[config.mk]
export PLATFORM = sky130hd
export DESIGN_NAME = utf8_stream_transcoder_top
export DESIGN_NICKNAME = d
export VERILOG_FILES = /design/src/rtl/core/utf8st_pkg.sv /design/src/rtl/core/utf8_stream_transcoder_top.sv /design/src/rtl/core/utf8st_front.sv /design/src/rtl/core/utf8st_queue.sv /design/src/rtl/core/utf8st_back.sv
export SDC_FILE = /design/constraint.sdc
export NUM_CORES = 1
export LEC_CHECK = 0
export ABC_AREA = 0
export ABC_CLOCK_PERIOD_IN_PS = 2760
export BUFFER_PORTS_ARGS = -buffer_cell sky130_fd_sc_hd__buf_2
export CAP_MARGIN = 20
export CORE_UTILIZATION = 54
export DETAILED_ROUTE_END_ITERATION = 16
export PLACE_DENSITY = 0.75
export SYNTH_ARGS = -nofsm -noshare
export SYNTH_HDL_FRONTEND = slang
export SYNTH_SLANG_ARGS = --single-unit
[constraint.sdc]
create_clock -name clock -period 2.76 [get_ports clock]
set_input_delay 0.276 -clock clock [delete_from_list [all_inputs] [get_ports clock]]
set_output_delay 0.276 -clock clock [all_outputs]
set_load 0.005 [all_outputs]
[src/rtl/core/utf8st_pkg.sv]
// Package for the UTF-8 stream transcoder: widths, codes, shared types.
package utf8st_pkg;

   localparam int BYTE_W  = 8;
   localparam int POINT_W = 21;
   localparam int FMT_W   = 2;
   localparam int REPL_W  = 7;
   localparam int CSR_IDX_W  = 2;
   localparam int CSR_DATA_W = 7;

   localparam int UTF8ST_QUEUE_DEPTH = 4;

   localparam logic [FMT_W-1:0] FMT_UTF32 = 2'd0;
   localparam logic [FMT_W-1:0] FMT_UTF16 = 2'd1;
   localparam logic [FMT_W-1:0] FMT_ASCII = 2'd2;

   localparam logic [CSR_IDX_W-1:0] CSR_IDX_FORMAT = 2'd0;
   localparam logic [CSR_IDX_W-1:0] CSR_IDX_REPL   = 2'd1;

   localparam logic [FMT_W-1:0]  FMT_RESET  = FMT_UTF32;
   localparam logic [REPL_W-1:0] REPL_RESET = 7'd63;

   localparam logic [POINT_W-1:0] BMP_MAX     = 21'h00FFFF;
   localparam logic [POINT_W-1:0] UNICODE_MAX = 21'h10FFFF;
   localparam logic [POINT_W-1:0] SUPP_BASE   = 21'h010000;
   localparam logic [POINT_W-1:0] ASCII_TOP   = 21'd127;
   localparam logic [15:0]        HI_SURR     = 16'hD800;
   localparam logic [15:0]        LO_SURR     = 16'hDC00;

   typedef struct packed {
      logic [POINT_W-1:0] point;
      logic               err;
   } qentry_type;

   typedef struct packed {
      logic [FMT_W-1:0]  fmt;
      logic [REPL_W-1:0] repl;
   } cfg_type;

endpackage

[src/rtl/core/utf8_stream_transcoder_top.sv]
// Top level of the UTF-8 stream transcoder: config registers and the three stages.
// Latency: a word reaches rsp through the queue and then the output register, after the byte that ends its code point.
// Throughput: one byte accepted per cycle while the queue is not full; a surrogate pair is sent as two words.
// The queue between decoder and formatter absorbs output stalls and pair expansion.
// Reset clears decoder, queue and output state; output_format -> 0, replacement -> 63.
// No clearing pass after reset.
module utf8_stream_transcoder_top #(
   parameter int QUEUE_DEPTH = utf8st_pkg::UTF8ST_QUEUE_DEPTH
) (
   input  logic                               clock,
   input  logic                               reset,
   input  logic                               req_valid,
   output logic                               req_ready,
   input  logic [utf8st_pkg::BYTE_W-1:0]      req_byte_in,
   output logic                               rsp_valid,
   input  logic                               rsp_ready,
   output logic [utf8st_pkg::POINT_W-1:0]     rsp_unit_out,
   output logic                               rsp_is_error,
   output logic                               rsp_last_unit,
   input  logic                               csr_valid,
   output logic                               csr_ready,
   input  logic [utf8st_pkg::CSR_IDX_W-1:0]   csr_index,
   input  logic [utf8st_pkg::CSR_DATA_W-1:0]  csr_wdata
);
   import utf8st_pkg::*;

   cfg_type    cfg_ff, cfg_in;
   logic       push;
   qentry_type push_entry;
   logic       pop;
   qentry_type head;
   logic       empty;
   logic       full;

   assign csr_ready = 1'b1;
   assign req_ready = !full;

   always_comb begin
      cfg_in = cfg_ff;
      if (csr_valid) begin
         if (csr_index == CSR_IDX_FORMAT) begin
            cfg_in.fmt = csr_wdata[FMT_W-1:0];
         end else if (csr_index == CSR_IDX_REPL) begin
            cfg_in.repl = csr_wdata[REPL_W-1:0];
         end
      end
   end

   always_ff @(posedge clock) begin
      if (reset) begin
         cfg_ff.fmt  <= FMT_RESET;
         cfg_ff.repl <= REPL_RESET;
      end else begin
         cfg_ff <= cfg_in;
      end
   end

   utf8st_front u_front (
      .clock       (clock),
      .reset       (reset),
      .req_valid   (req_valid),
      .req_ready   (req_ready),
      .req_byte_in (req_byte_in),
      .push        (push),
      .push_entry  (push_entry)
   );

   utf8st_queue #(
      .DEPTH (QUEUE_DEPTH)
   ) u_queue (
      .clock      (clock),
      .reset      (reset),
      .push       (push),
      .push_entry (push_entry),
      .pop        (pop),
      .head       (head),
      .empty      (empty),
      .full       (full)
   );

   utf8st_back u_back (
      .clock         (clock),
      .reset         (reset),
      .cfg           (cfg_ff),
      .head          (head),
      .empty         (empty),
      .pop           (pop),
      .rsp_valid     (rsp_valid),
      .rsp_ready     (rsp_ready),
      .rsp_unit_out  (rsp_unit_out),
      .rsp_is_error  (rsp_is_error),
      .rsp_last_unit (rsp_last_unit)
   );

endmodule

[src/rtl/core/utf8st_front.sv]
// Front end: accepts UTF-8 bytes and assembles code points or error entries.
module utf8st_front (
   input  logic                            clock,
   input  logic                            reset,
   input  logic                            req_valid,
   input  logic                            req_ready,
   input  logic [utf8st_pkg::BYTE_W-1:0]   req_byte_in,
   output logic                            push,
   output utf8st_pkg::qentry_type          push_entry
);
   import utf8st_pkg::*;

   logic [POINT_W-1:0] partial_ff, partial_in;
   logic [1:0]         left_ff, left_in;

   always_comb begin
      logic [POINT_W-1:0] cont;
      logic [POINT_W-1:0] shifted;
      logic [POINT_W-1:0] acc;
      cont       = {{(POINT_W-6){1'b0}}, req_byte_in[5:0]};
      shifted    = cont;
      acc        = partial_ff;
      partial_in = partial_ff;
      left_in    = left_ff;
      push       = 1'b0;
      push_entry = '0;
      if (req_valid && req_ready) begin
         if (left_ff != 2'd0) begin
            unique case (left_ff)
               2'd3:    shifted = cont << 12;
               2'd2:    shifted = cont << 6;
               default: shifted = cont;
            endcase
            acc     = partial_ff | shifted;
            left_in = left_ff - 2'd1;
            if (left_ff == 2'd1) begin
               push             = 1'b1;
               push_entry.point = acc;
               partial_in       = '0;
            end else begin
               partial_in = acc;
            end
         end else begin
            priority if (req_byte_in[7] == 1'b0) begin
               push             = 1'b1;
               push_entry.point = {{(POINT_W-BYTE_W){1'b0}}, req_byte_in};
               partial_in       = '0;
            end else if (req_byte_in[7:5] == 3'b110) begin
               partial_in = {{(POINT_W-5){1'b0}}, req_byte_in[4:0]} << 6;
               left_in    = 2'd1;
            end else if (req_byte_in[7:4] == 4'b1110) begin
               partial_in = {{(POINT_W-4){1'b0}}, req_byte_in[3:0]} << 12;
               left_in    = 2'd2;
            end else if (req_byte_in[7:3] == 5'b11110) begin
               partial_in = {{(POINT_W-3){1'b0}}, req_byte_in[2:0]} << 18;
               left_in    = 2'd3;
            end else begin
               push           = 1'b1;
               push_entry.err = 1'b1;
               partial_in     = '0;
               left_in        = 2'd0;
            end
         end
      end
   end

   always_ff @(posedge clock) begin
      if (reset) begin
         partial_ff <= '0;
         left_ff    <= 2'd0;
      end else begin
         partial_ff <= partial_in;
         left_ff    <= left_in;
      end
   end

endmodule

[src/rtl/core/utf8st_queue.sv]
// Short queue of decoded entries between the front and back ends.
module utf8st_queue #(
   parameter int DEPTH = utf8st_pkg::UTF8ST_QUEUE_DEPTH
) (
   input  logic                   clock,
   input  logic                   reset,
   input  logic                   push,
   input  utf8st_pkg::qentry_type push_entry,
   input  logic                   pop,
   output utf8st_pkg::qentry_type head,
   output logic                   empty,
   output logic                   full
);
   import utf8st_pkg::*;

   localparam int PTR_W = (DEPTH > 1) ? $clog2(DEPTH) : 1;
   localparam int CNT_W = $clog2(DEPTH + 1);
   localparam logic [PTR_W-1:0] LAST_PTR = PTR_W'(DEPTH - 1);
   localparam logic [CNT_W-1:0] FULL_CNT = CNT_W'(DEPTH);

   qentry_type         mem [DEPTH];
   logic [PTR_W-1:0]   wr_ptr_ff, wr_ptr_in;
   logic [PTR_W-1:0]   rd_ptr_ff, rd_ptr_in;
   logic [CNT_W-1:0]   count_ff, count_in;

   assign empty = (count_ff == '0);
   assign full  = (count_ff == FULL_CNT);
   assign head  = mem[rd_ptr_ff];

   always_comb begin
      wr_ptr_in = wr_ptr_ff;
      rd_ptr_in = rd_ptr_ff;
      count_in  = count_ff;
      if (push) begin
         wr_ptr_in = (wr_ptr_ff == LAST_PTR) ? '0 : wr_ptr_ff + 1'b1;
      end
      if (pop) begin
         rd_ptr_in = (rd_ptr_ff == LAST_PTR) ? '0 : rd_ptr_ff + 1'b1;
      end
      unique case ({push, pop})
         2'b10:   count_in = count_ff + 1'b1;
         2'b01:   count_in = count_ff - 1'b1;
         default: count_in = count_ff;
      endcase
   end

   always_ff @(posedge clock) begin
      if (reset) begin
         wr_ptr_ff <= '0;
         rd_ptr_ff <= '0;
         count_ff  <= '0;
      end else begin
         wr_ptr_ff <= wr_ptr_in;
         rd_ptr_ff <= rd_ptr_in;
         count_ff  <= count_in;
      end
   end

   always_ff @(posedge clock) begin
      if (push) begin
         mem[wr_ptr_ff] <= push_entry;
      end
   end

   a_count_bound: assert property (@(posedge clock) disable iff (reset)
      count_ff <= FULL_CNT)
      else $error("queue count above depth");

   a_pop_nonempty: assert property (@(posedge clock) disable iff (reset)
      pop |-> !empty)
      else $error("pop from empty queue");

   a_push_count: assert property (@(posedge clock) disable iff (reset)
      (push && !pop) |=> count_ff == $past(count_ff) + 1'b1)
      else $error("push did not raise count");

endmodule

[src/rtl/core/utf8st_back.sv]
// Back end: formats queued code points into UTF-32, UTF-16 or ASCII words.
module utf8st_back (
   input  logic                             clock,
   input  logic                             reset,
   input  utf8st_pkg::cfg_type              cfg,
   input  utf8st_pkg::qentry_type           head,
   input  logic                             empty,
   output logic                             pop,
   output logic                             rsp_valid,
   input  logic                             rsp_ready,
   output logic [utf8st_pkg::POINT_W-1:0]   rsp_unit_out,
   output logic                             rsp_is_error,
   output logic                             rsp_last_unit
);
   import utf8st_pkg::*;

   logic               valid_ff, valid_in;
   logic               lo_pend_ff, lo_pend_in;
   logic [9:0]         lo_bits_ff, lo_bits_in;
   logic [POINT_W-1:0] unit_ff, unit_in;
   logic               err_ff, err_in;
   logic               last_ff, last_in;
   logic               out_free;

   assign out_free = !valid_ff || rsp_ready;
   assign pop      = out_free && !lo_pend_ff && !empty;

   always_comb begin
      logic [POINT_W-1:0] v;
      v          = head.point - SUPP_BASE;
      valid_in   = valid_ff;
      lo_pend_in = lo_pend_ff;
      lo_bits_in = lo_bits_ff;
      unit_in    = unit_ff;
      err_in     = err_ff;
      last_in    = last_ff;
      if (out_free) begin
         if (lo_pend_ff) begin
            valid_in   = 1'b1;
            lo_pend_in = 1'b0;
            unit_in    = {{(POINT_W-16){1'b0}}, LO_SURR | {6'b0, lo_bits_ff}};
            err_in     = 1'b0;
            last_in    = 1'b1;
         end else if (!empty) begin
            valid_in = 1'b1;
            err_in   = 1'b0;
            last_in  = 1'b1;
            unit_in  = head.point;
            if (head.err) begin
               unit_in = '0;
               err_in  = 1'b1;
            end else if (cfg.fmt == FMT_UTF16) begin
               if (head.point > UNICODE_MAX) begin
                  unit_in = '0;
                  err_in  = 1'b1;
               end else if (head.point > BMP_MAX) begin
                  unit_in    = {{(POINT_W-16){1'b0}}, HI_SURR | {6'b0, v[19:10]}};
                  last_in    = 1'b0;
                  lo_pend_in = 1'b1;
                  lo_bits_in = v[9:0];
               end
            end else if (cfg.fmt == FMT_ASCII) begin
               if (head.point > ASCII_TOP) begin
                  unit_in = {{(POINT_W-REPL_W){1'b0}}, cfg.repl};
               end
            end
         end else begin
            valid_in = 1'b0;
         end
      end
   end

   always_ff @(posedge clock) begin
      if (reset) begin
         valid_ff   <= 1'b0;
         lo_pend_ff <= 1'b0;
      end else begin
         valid_ff   <= valid_in;
         lo_pend_ff <= lo_pend_in;
      end
      lo_bits_ff <= lo_bits_in;
      unit_ff    <= unit_in;
      err_ff     <= err_in;
      last_ff    <= last_in;
   end

   assign rsp_valid     = valid_ff;
   assign rsp_unit_out  = unit_ff;
   assign rsp_is_error  = err_ff;
   assign rsp_last_unit = last_ff;

   a_pend_hi_shown: assert property (@(posedge clock) disable iff (reset)
      lo_pend_ff |-> (valid_ff && !last_ff && !err_ff))
      else $error("low surrogate pending without high surrogate shown");

   a_pend_no_pop: assert property (@(posedge clock) disable iff (reset)
      lo_pend_ff |-> !pop)
      else $error("queue popped while low surrogate pending");

endmodule

Word-level counts from Yosys, hierarchy flattened

Memories as Yosys holds them, arrays and structs flattened. A register that Yosys moved wholly into a read port is not among the register bits.
Cells that the tools add are included.

Register bits: 74
Bits in writable memories: 88
Input bits: 22
Output and inout bits: 26
Word-level logic and storage cells: 122
Memories: 1

Memories:

| name        | depth | width | read ports | clocked after Yosys merged registers in | wr ports | line               | RTL |
|---|---|---|---|---|---|---|---|
| u_queue.mem | 4     | 22    | 1          | 1                                       | 1        | utf8st_queue.sv:21 | `qentry_type mem [DEPTH];` |

Add/sub/neg operators: 6
$lt $le $gt $ge: 3
Equality and inequality tests: 15
Mux-type cells: 59
Bitwise operators: 6
Reduce and logical (&&, ||, !) cells: 18

Operators by type and width:

| kind                                                                   | count |
|---|---|
| 21-bit two-way mux                                                     | 17 |
| 18-bit case mux with 2 select lines                                    | 1 |
| 1-bit two-way mux                                                      | 28 |
| 22-bit two-way mux                                                     | 1 |
| 21-bit by 16-bit > comparator with 1-bit output, second input constant | 1 |
| 21-bit > comparator, second input constant                             | 1 |
| 21-bit by 7-bit > comparator with 1-bit output, second input constant  | 1 |
| 21-bit OR                                                              | 1 |
| 20-bit by 17-bit subtractor with 20-bit output, second input constant  | 1 |
| 2-bit two-way mux                                                      | 9 |
| 2-bit == test, second input constant                                   | 6 |
| 10-bit two-way mux                                                     | 1 |
| 2-bit by 1-bit == test with 1-bit output, second input constant        | 4 |
| 7-bit two-way mux                                                      | 1 |
| 7-bit AND reduction                                                    | 1 |
| 3-bit == test, second input constant                                   | 2 |
| 3-bit case mux with 2 select lines                                     | 1 |
| 2-bit AND reduction                                                    | 3 |
| 2-bit nonzero test                                                     | 3 |
| 5-bit == test, second input constant                                   | 1 |
| 1-bit NOT                                                              | 5 |
| 2-bit by 1-bit adder with 2-bit output, second input constant          | 2 |
| 4-bit == test, second input constant                                   | 1 |
| 1-bit zero test                                                        | 4 |
| 9 further kinds                                                        | 11 |

Logic depth before layout (Yosys ltp)

Depth in word-level cells: 9
Gate-level depth with buffers: 13
Gate-level depth less buffers: 12

Cells and area by module

A second synthesis with hierarchy kept.

Cells, all modules: 488
Area, all modules: 7016.7 um^2

By module, submodules not included:

| module                     | times used | cells each | area each (um^2) | sequential area each (um^2) |
|---|---|---|---|---|
| utf8st_queue               | 1          | 162        | 3626.0           | 2822.7 |
| utf8st_back                | 1          | 170        | 1959.4           | 1031.0 |
| utf8st_front               | 1          | 112        | 1021.0           | 460.4 |
| utf8_stream_transcoder_top | 1          | 44         | 410.4            | 180.2 |

Worst setup path before layout

OpenSTA, ideal clock, no wires.

Path kind: flip-flop to flip-flop
Start: register (tool-made name)
End: register u_back.lo_bits_ff[0] (enable)
Setup time: 0.343 ns
Arrival: 2.623 ns
Required time: 2.417 ns
Path slack: -0.206 ns
Cell stages (with the launch flop): 11
Path buffers: 2
Period minus slack after synthesis: 2.966 ns
Cells stage by stage: dfxtp_1 buf_6 mux4_2 inv_1 ha_1 or3b_1 nor3_2 mux2_4 or2_1 buf_6 and3_1

RTL lines:

| element              | line              | RTL |
|---|---|---|
| end signal, assigned | utf8st_back.sv:81 | `lo_bits_ff <= lo_bits_in;` |
| end, declared        | utf8st_back.sv:19 | `logic [9:0] lo_bits_ff, lo_bits_in;` |

==> metrics <==
run status completed; Cell Chain, Critical Path buf_6 > mux4_2 > nor3_2 > nand4_1 > a22oi_2 > buf_4 > buf_6 > nor2_1 > a2bb2oi_1 > o31ai_2; Detailed Routing Iterations Pass 1 5; ys async rst share 0%; GR peak layer met2; post-DP HPWL approximately 11,000 um; Int Pwr 5730 uW; CP max-delay cell mux4_2; syn_area_per_cell 13.6 um2; clk slew on worst S/H paths roughly 60 ps; met3 usage under 10%; Max Slew Vio Count 0; Initial Util 55.2%; WS Path Type flop to flop; clk_lat worst skew around 440 ps; hold buffers post-CTS 0; CP endpoint kind flop; Hold Path Depth 2; relative slew slack 39.6%; met2 usage 42.2%; Mapped Area 6970 um2; Synth-to-Final Area Change 21.7%; Sw Ratio between 30% and 40%; vias per inst 5.69; die area 13,400 um2; Sw Pwr between 2000 and 3000 uW; PwrDens 977 nW/um2; Root Driver clkbuf_16; Startpoint Class flop; final setup TNS 0 ps; CTS Sinks 164; Max VDD drop 0.587 mV; Worst Max-Slew Pin Slew 894 ps; Primary FF master, synth edfxtp_1; grt met1 use roughly a third; Worst EP arrival ~3000 ps; Syn. warnings 0; main area contributors after synthesis edfxtp_1 52%, dfxtp_1 12%, mux4_2 6.8%, nor2_1 2.4%, nand2_1 1.9%; RSZ-0062 raised after global routing yes; Routed WL 15,300 um; Die H 116 um; final worst-path cycle share about 100%; wire per inst 18.9 um; Hold Vio Cnt, Final 0; CP dominant cell by count buf_6; P_leak 0.00317 uW; Synth top area share 52.1%; CTS tree done; synth unique cells 70; IO Pins 48; Period minus WS final 2750 ps; # diodes 0; clock share of power 27.6%; Chip Width 116 um; Post-synth EDFFs 121; largest net degree at the start of global routing 30; Max Freq around 360 MHz; Remaining DRCs 0; GP Congestion roughly 0.88; Hold Path Class input pin to flop; Post-Syn Nets 544; Worst Skew roughly 11 ps; Max Buffers Root-to-Sink 2; total CTS buffers 17; port bufs between 40 and 50; sequential area share after synthesis 64.5%; initial antenna violation count 0; routed vias between 4,000 and 5,000; FF-to-FF path depth 10; Syn Inst Count 514; fin cells 807; setup violators final 0; starting DRC count in detailed routing approximately 350; largest area contributor in the synthesized netlist edfxtp_1; vias in the first global route 4,582; post-layout util 67.2%; CP peak stage delay 590 ps; Cells after DPL between 700 and 800; GR Util All Layers between 20% and 30%; Data required, critical path 3030 ps; Core ar. 12,600 um2; antenna-violating nets left 0; Reg power frac between 30% and 40%; combinational power share 32.9%; max cap viols 0; row cnt 41; share of cells above drive strength 1 a little under a third; Seq cells post-synth 164; NumNets Final 652; GRT overflow 0; first-pass GRT wire length 24,200 um; Hold Slack between 50 and 60 ps; Worst Path Max Fanout 7; maximum level of the CTS H-tree 4
## area by class of cell
class	instances	area (um2)
multi-input combinational	310	2370
inverter	16	60.1
timing repair buffer	113	772
fill	927	4140
sequential	164	4500
clock buffer	17	425
clock inverter	15	145
tap	172	215
## cells in the mapped netlist (all sizes together) (4+ instances only)
master  number
a22oi        5
inv         16
edfxtp     121
a31oi        4
mux2i        4
mux4        22
nor2        46
a22o        10
nor2b        4
a32oi        4
dfxtp       43
o21ai       17
nand2       35
ha           7
clkbuf      14
a21oi       27
nand3b       5
nor3        13
and3        19
buf         10
and2        15
nand4        4
nand2b       4
nand3       11
o31ai        5
## cells in the final DEF, fill, tap and decap left out, types with 4 or more instances in the layout
cell	count
a21oi_1	26
o21ai_0	8
nand2_1	35
nand2b_1	4
and2_1	14
inv_1	14
mux4_2	22
nand4_1	4
buf_2	46
and3_1	18
buf_4	60
a22oi_1	4
inv_6	4
clkbuf_16	17
a22o_1	10
mux2i_1	4
buf_6	5
o31ai_1	4
nand3b_1	5
nor2_1	43
ha_1	6
dfxtp_1	41
nor3_1	7
edfxtp_1	121
nor2b_1	4
o21ai_1	7
clkinv_4	4
a32oi_1	4
nand3_1	9
a31oi_1	4
nor3_2	4
## metal layers
metal,wire (um),vias to the layer above
met1,6310,2245
li1,-,2174
met4,260,0
met5,0,-
met3,811,21
met2,7880,153
## sequential cells by signal, summed over array words and instances, names as in the netlist, named ones only
| name | cells |
|---|---|
| cfg_ff | 9 |
| u_queue.wr_ptr_ff | 2 |
| u_queue.mem | 88 |
| u_back.rsp_valid | 1 |
| u_back.lo_pend_ff | 1 |
| u_back.lo_bits_ff | 10 |
| u_front.partial_ff | 21 |
| u_back.rsp_is_error | 1 |
| u_queue.count_ff | 3 |
| u_back.rsp_unit_out | 21 |
| u_queue.rd_ptr_ff | 2 |
| u_back.rsp_last_unit | 1 |
| u_front.left_ff | 2 |
## power groups by stage
| stage | Sequential, uW | Combinational, uW | Clock [uW] |
|---|---|---|---|
| finish | 3280 | 2720 | 2290 |
| global route | 3320 | 2990 | 2400 |
| CTS | 3280 | 2590 | 2300 |
| detailed placement | 3320 | 2500 | 0 |
| global placement | 3300 | 2450 | 0 |
| floorplan | 3300 | 1470 | 0 |
## worst max-delay path, delay by kind of cell (launching register included)
family | cells | cell delay [ps]
muxes | 1 | 590
DFF | 1 | 430
buffers and inverters | 3 | 450
and+or+nand+nor | 3 | 400
AOI/OAI and AO/OA | 3 | 700
## cells by family (layout without fill, tap and decap cells)
logic type / Yosys count / after routing / share of synthesized area (%)
mux: 28 / 28 / 8.11
simple gates: 173 / 173 / 13.1
fa+ha+maj: 8 / 8 / 1.54
compound gates: 97 / 97 / 9.66
other cells: 1 / 1 / 0.0538
xor+xnor: 3 / 3 / 0.377
buf+inv: 40 / 161 / 2.66
flops: 164 / 164 / 64.5
## stage by stage
step | setup WS, ps | total power [uW] | area [um2]
global route | -120 | 8710 | 8480
floorplan | 4.48 | 4770 | 6980
detailed placement | -173 | 5820 | 7750
global placement | -105 | 5750 | 7750
CTS | 11.2 | 8170 | 8360
finish | 11.0 | 8290 | 8480
## worst paths after layout
kind | startpoint | end | slack, ps
setup / recovery | flop | u_back.rsp_unit_out[5]$_DFFE_PP_ | 10
setup reg to reg | flop | u_back.rsp_unit_out[5]$_DFFE_PP_ | 10
hold reg to reg | u_front.partial_ff[9]$_SDFFE_PP0P_ | u_front.partial_ff[9]$_SDFFE_PP0P_ | 460
hold / removal | csr_wdata[2] | cfg_ff[2]$_SDFFE_PP1P_ | 50
## what timing repair did
| item | in CTS | in global routing |
|---|---|---|
| cloned | 0 | 1 |
| setup buffers | 2 | 4 |
| hold endpoints to repair | 0 | 0 |
| resized for setup | 8 | 26 |
| pin swaps | 2 | 9 |
| endpoints found under the setup margin | 34 | 30 |
(Power assumes the default switching activity.)
